===== src/gaic_pkg.sv =====
`timescale 1ns / 1ps
package gaic_pkg;

  localparam int QUEUE_DEPTH = 4;
  localparam int QUEUE_AW    = $clog2(QUEUE_DEPTH);

  localparam int MUL_W      = 64;
  localparam int MUL_DIGIT  = 16;
  localparam int MUL_STEPS  = MUL_W / MUL_DIGIT;
  localparam int MUL_CW     = $clog2(MUL_STEPS);

  localparam int ROOT_W     = 53;
  localparam int ROOT_CW    = $clog2(ROOT_W);

  localparam int DIV_W      = 32;
  localparam int DIV_CW     = $clog2(DIV_W);

  localparam logic [31:0] M32 = 32'hFFFF_FFFF;
  localparam logic [47:0] M48 = 48'hFFFF_FFFF_FFFF;

  localparam logic [31:0] TIME_STEP_RST  = 32'd65536;
  localparam logic [23:0] CELL_WIDTH_RST = 24'd25600;

  typedef enum logic [1:0] {
    REG_TIME_STEP  = 2'd0,
    REG_CELL_WIDTH = 2'd1,
    REG_SMA_MODE   = 2'd2
  } gaic_reg_t;

  typedef enum logic {
    KIND_SKIP = 1'b0,
    KIND_CALC = 1'b1
  } gaic_kind_t;

  typedef enum logic [3:0] {
    ST_IDLE, ST_PREP, ST_PREP2, ST_SQ_GO, ST_SQ, ST_AX_GO, ST_AX,
    ST_ROOT_GO, ST_ROOT, ST_DEL, ST_FIN_GO, ST_FIN, ST_OUT
  } gaic_state_t;

  typedef struct packed {
    logic [31:0] time_step;
    logic [23:0] cell_width;
    logic        sma_mode;
  } gaic_cfg_t;

  typedef struct packed {
    logic        first_cell;
    logic        in_domain;
    logic        is_channel;
    logic [31:0] ponded_depth;
    logic [31:0] cum_depth;
    logic [47:0] cum_volume;
    logic [31:0] conductivity;
    logic [31:0] suction_head;
    logic [15:0] moisture_deficit;
    logic [23:0] channel_width;
    logic [23:0] channel_length;
    logic [31:0] rain_rate;
  } gaic_item_t;

  typedef struct packed {
    gaic_kind_t kind;
    gaic_item_t item;
  } gaic_entry_t;

endpackage


===== src/gaic_front.sv =====
`timescale 1ns / 1ps
module gaic_front import gaic_pkg::*; (
  input  logic          clk,
  input  logic          rst,
  input  logic          s_axis_tvalid,
  output logic          s_axis_tready,
  input  logic [271:0]  s_axis_tdata,
  input  logic [2:0]    s_axis_tuser,
  input  logic          pop,
  output gaic_entry_t   head,
  output logic          empty
);

  gaic_entry_t             mem [QUEUE_DEPTH];
  logic [QUEUE_AW-1:0]     wr_ptr;
  logic [QUEUE_AW-1:0]     rd_ptr;
  logic [QUEUE_AW:0]       count;
  gaic_entry_t             in_entry;
  logic                    push;
  logic                    take;

  always_comb begin
    in_entry.item.first_cell       = s_axis_tuser[0];
    in_entry.item.in_domain        = s_axis_tuser[1];
    in_entry.item.is_channel       = s_axis_tuser[2];
    in_entry.item.ponded_depth     = s_axis_tdata[31:0];
    in_entry.item.cum_depth        = s_axis_tdata[63:32];
    in_entry.item.cum_volume       = s_axis_tdata[111:64];
    in_entry.item.conductivity     = s_axis_tdata[143:112];
    in_entry.item.suction_head     = s_axis_tdata[175:144];
    in_entry.item.moisture_deficit = s_axis_tdata[191:176];
    in_entry.item.channel_width    = s_axis_tdata[215:192];
    in_entry.item.channel_length   = s_axis_tdata[239:216];
    in_entry.item.rain_rate        = s_axis_tdata[271:240];
    in_entry.kind = s_axis_tuser[1] ? KIND_CALC : KIND_SKIP;
  end

  assign s_axis_tready = (count != (QUEUE_AW+1)'(QUEUE_DEPTH));
  assign empty         = (count == '0);
  assign push          = s_axis_tvalid && s_axis_tready;
  assign take          = pop && !empty;
  assign head          = mem[rd_ptr];

  always_ff @(posedge clk) begin
    if (push) begin
      mem[wr_ptr] <= in_entry;
    end
  end

  always_ff @(posedge clk) begin
    if (rst) begin
      wr_ptr <= '0;
      rd_ptr <= '0;
      count  <= '0;
    end else begin
      if (push) begin
        wr_ptr <= wr_ptr + 1'b1;
      end
      if (take) begin
        rd_ptr <= rd_ptr + 1'b1;
      end
      case ({push, take})
        2'b10:   count <= count + 1'b1;
        2'b01:   count <= count - 1'b1;
        default: count <= count;
      endcase
    end
  end

endmodule


===== config.mk =====
export PLATFORM = sky130hd
export DESIGN_NAME = gaic_front
export DESIGN_NICKNAME = d
export VERILOG_FILES = /design/src/gaic_pkg.sv /design/src/gaic_front.sv
export SDC_FILE = /design/constraint.sdc
export NUM_CORES = 1
export LEC_CHECK = 0
export BUFFER_PORTS_ARGS = -buffer_cell sky130_fd_sc_hd__buf_2
export CORE_UTILIZATION = 40
export CTS_BUF_LIST = sky130_fd_sc_hd__clkbuf_4
export DETAILED_ROUTE_END_ITERATION = 7
export GPL_TIMING_DRIVEN = 1
export PLACE_DENSITY = 0.66
export SLEW_MARGIN = 20
export SYNTH_ARGS = -nofsm -noshare
export SYNTH_HDL_FRONTEND = slang
export SYNTH_SLANG_ARGS = --single-unit

===== constraint.sdc =====
create_clock -name clk -period 15.45 [get_ports clk]
set_clock_uncertainty 0.15 [all_clocks]
set_input_delay 0.7725 -clock clk [delete_from_list [all_inputs] [get_ports clk]]
set_output_delay 0.7725 -clock clk [all_outputs]
set_load 0.01 [all_outputs]

==> flow_summary_export.csv <==
group,metric,value,unit
critical_path,worstSetupPathType,"reg -> out",
placed_design,dp_hpwl,49590,um
synth,syn-mean-instance-area,26.98,um2
die,die_h,319.2,um
critical_path,crit_slowest_cell,"dfxtp_4",
synth,syn_nets,1777,
route,vias_per_cell,4.925,
run_status,status,"finished, final reports clean",
finish,seqCellArea,33220,um2
die,fp.dieW,319.2,um
die,die-area,101900,um2
critical_path,reg2reg_from,"count[1]",
placed_design,io_buffers,556,
critical_path,cp.required,14.53,ns
clocking,clk_pin_slew_worst_paths,0.08,ns
clocking,cts_tree,"yes",
synth,ys_warn_count,0,
synth,seq_area_frac_synth,0.8252,
global_route,globalRoute.totalOverflow,0,
critical_path,worstRegToRegCells,5,
timing,maxSlewViolCount,0,
power_and_ir_drop,vdd_drop_max,0.09942,mV
timing,fmax,0.1621,GHz
synth,synth_flop_cell,"edfxtp_1",
critical_path,path_cells,"buf_4 -> buf_4 -> buf_4 -> mux4_2 -> buf_2",
critical_path,cpPeakStageDelay,0.94,ns
synth,syn_area,40250,um2
critical_path,critPathMaxFanout,49,
clocking,post_cts_buffers,0,
synth,synthArstFlopShare,0,
timing,fin_tns_setup,0,ns
timing,rsz0062_at_grt,"no",
critical_path,cp.arrival,5.25,ns
synth,synth_cell_types,25,
global_route,grt_max_degree,129,
clocking,h-tree-depth,5,
critical_path,cpLargestDelayFamily,"buffers and inverters",
timing,finalHoldViolations,0,
finish,finalNetCount,2876,
route,drt_pass1_iterations,5,
synth,syn_inst,1492,
clocking,cts.sinks,1109,
global_route,antenna_found_initial,7,
placed_design,placed_cells,3294,
clocking,clk_latency,1.04,ns
route,dr_total_vias,20080,
synth,synth_area_leader_cell,"edfxtp_1",
finish,nFillCells,7826,
synth,yosys_register_bits,1109,
timing,max-slew-margin-rel,0.3033,
route,drc,0,
timing,fin_crit_sh,0.3993,
die,start_util,0.4066,
finish,drive_gt1_frac,0.4727,
synth,synth_common_cells,"edfxtp_1, mux4_2, buf_2",
global_route,grt_pass1_vias,22480,
critical_path,cp-start-kind,"register",
finish,fin_cells,4077,
global_route,track_usage,0.1690,
placed_design,gp_congestion,0.7672,
synth,yosysTopAreaCellShare,0.8207,
critical_path,cp-end-kind,"output pin",
route,wl_per_cell,21.01,um
synth,synth_edf_count,1100,
power_and_ir_drop,powerDensity,158.5,nW/um2
critical_path,path_buf_inv,4,
route,wl,85650,um
run,cap_violations,0,
route,drt-initial-drc-count,1196,
global_route,grt_pass1_wl,130400,um
route,ant_nets,0,
die,num_rows,115,
critical_path,worstSetupPathDepth,5,
critical_path,worstReg2RegEnd,"mem[3][73]",
die,core_area,98990,um2
clocking,clk_path_buf_depth,4,
finish,syn_to_final_growth,26.25,%
die,ios,557,
timing,worst_slew_pin_slew,1.045,ns
timing,setup_violations,0,
clocking,clock-root-buffer,"clkbuf_4",
timing,fin_crit,6.169,ns
synth,synth.most_common_cell,"edfxtp_1",
synth,synth_area_leaders,"edfxtp_1, mux4_2, buf_6, dfxtp_1, buf_8",
critical_path,cpMostUsedCell,"buf_4",
critical_path,reg2reg_slack,11.21,ns
power_and_ir_drop,p_leak,17.44,nW
critical_path,endpoint,"head[233]",
worst_hold_path,min_path_type,"in -> reg",
clocking,cts_made_buffers,302,
finish,multi_input_area,6466,um2
-- cells by family after synthesis --
family	synth area share
flops	0.8252
mux	0.1544
buf+inv	0.01439
simple gates	0.002300
compound gates	0.0009948
fa+ha+maj	0.002052
xor+xnor	0.0006530
-- sequential cells by signal, summed over array words and instances, names as in the netlist, named ones only --
name	count
count	3
mem	1100
rd_ptr	2
wr_ptr	2
-- layer usage --
layer	GRT usage	vias to the layer above	wire (um)
met5	0	-	13
met1	0.1939	10330	32450
met3	0.06096	181	6611
met2	0.2814	707	43820
met4	0.07991	2	2757
li1	-	8863	-
-- worst register-to-register path, delay by kind of cell, from the launching register on --
family	cells	cell delay [ns]
compound gates	1	0.50
buf+inv	2	1.77
flops	1	0.40
simple gates	2	1.01
-- layout make-up --
class / count / share of cell area
Sequential cell: 1109 / 0.6537
Clock inverter: 66 / 0.008864
Clock buffer: 429 / 0.06338
Antenna cell: 8 / 0.0003940
Timing Repair Buffer: 859 / 0.1142
Tap cell: 1287 / 0.03169
Inverter: 7 / 0.0005171
Multi-Input combinational cell: 312 / 0.1273
-- timing repair --
item	CTS	global route
resized for setup	0	0
hold buffers	279	0
endpoints found under the hold margin	1109	0
-- stage by stage --
stage / instance area (um2) / hold WS, ns / setup WS [ns] / util / power (mW)
global placement: 44300 / 0.3228 / 10.15 / 0.4475 / 5.555
global route: 50810 / 0.08905 / 8.540 / 0.5132 / 8.468
detailed placement: 44300 / 0.3408 / 10.07 / 0.4475 / 5.585
finish: 50810 / 0.2386 / 9.281 / 0.5133 / 8.055
CTS: 50770 / 0.05239 / 8.756 / 0.5128 / 8.194
floorplan: 40250 / 0.3091 / 7.217 / - / 5.033
-- how the worst min path moves through the flow --
| stage | cells after the start | slack (ns) | endpoint | start |
|---|---|---|---|---|
| global route | 2 | 0.09 | mem[3][149] | s_axis_tdata[133] |
| finish | 2 | 0.24 | mem[3][180] | s_axis_tdata[84] |
| global placement | 2 | 0.32 | register | rd_ptr[1] |
| detailed placement | 2 | 0.34 | register | rd_ptr[1] |
| floorplan | 2 | 0.31 | register | rd_ptr[1] |
| CTS | 2 | 0.05 | mem[1][111] | s_axis_tdata[159] |
-- power by group --
group / internal, mW / switching, mW / leakage [nW]
combinational: 0.861 / 0.955 / 5.06
clock: 1.38 / 1.13 / 2.21
sequential: 3.63 / 0.100 / 10.2
-- placed cells by master (no fill, tap or decap), drive strengths merged, types with 5 or more instances in the layout --
cell type       n
buf           580
bufinv          7
clkbuf        429
clkinv         54
dfxtp           9
diode           8
dlygate4sd3   279
edfxtp       1100
ha              5
inv            12
mux4          275
nor2            8
Note: power is estimated with default switching activity, not from simulation.
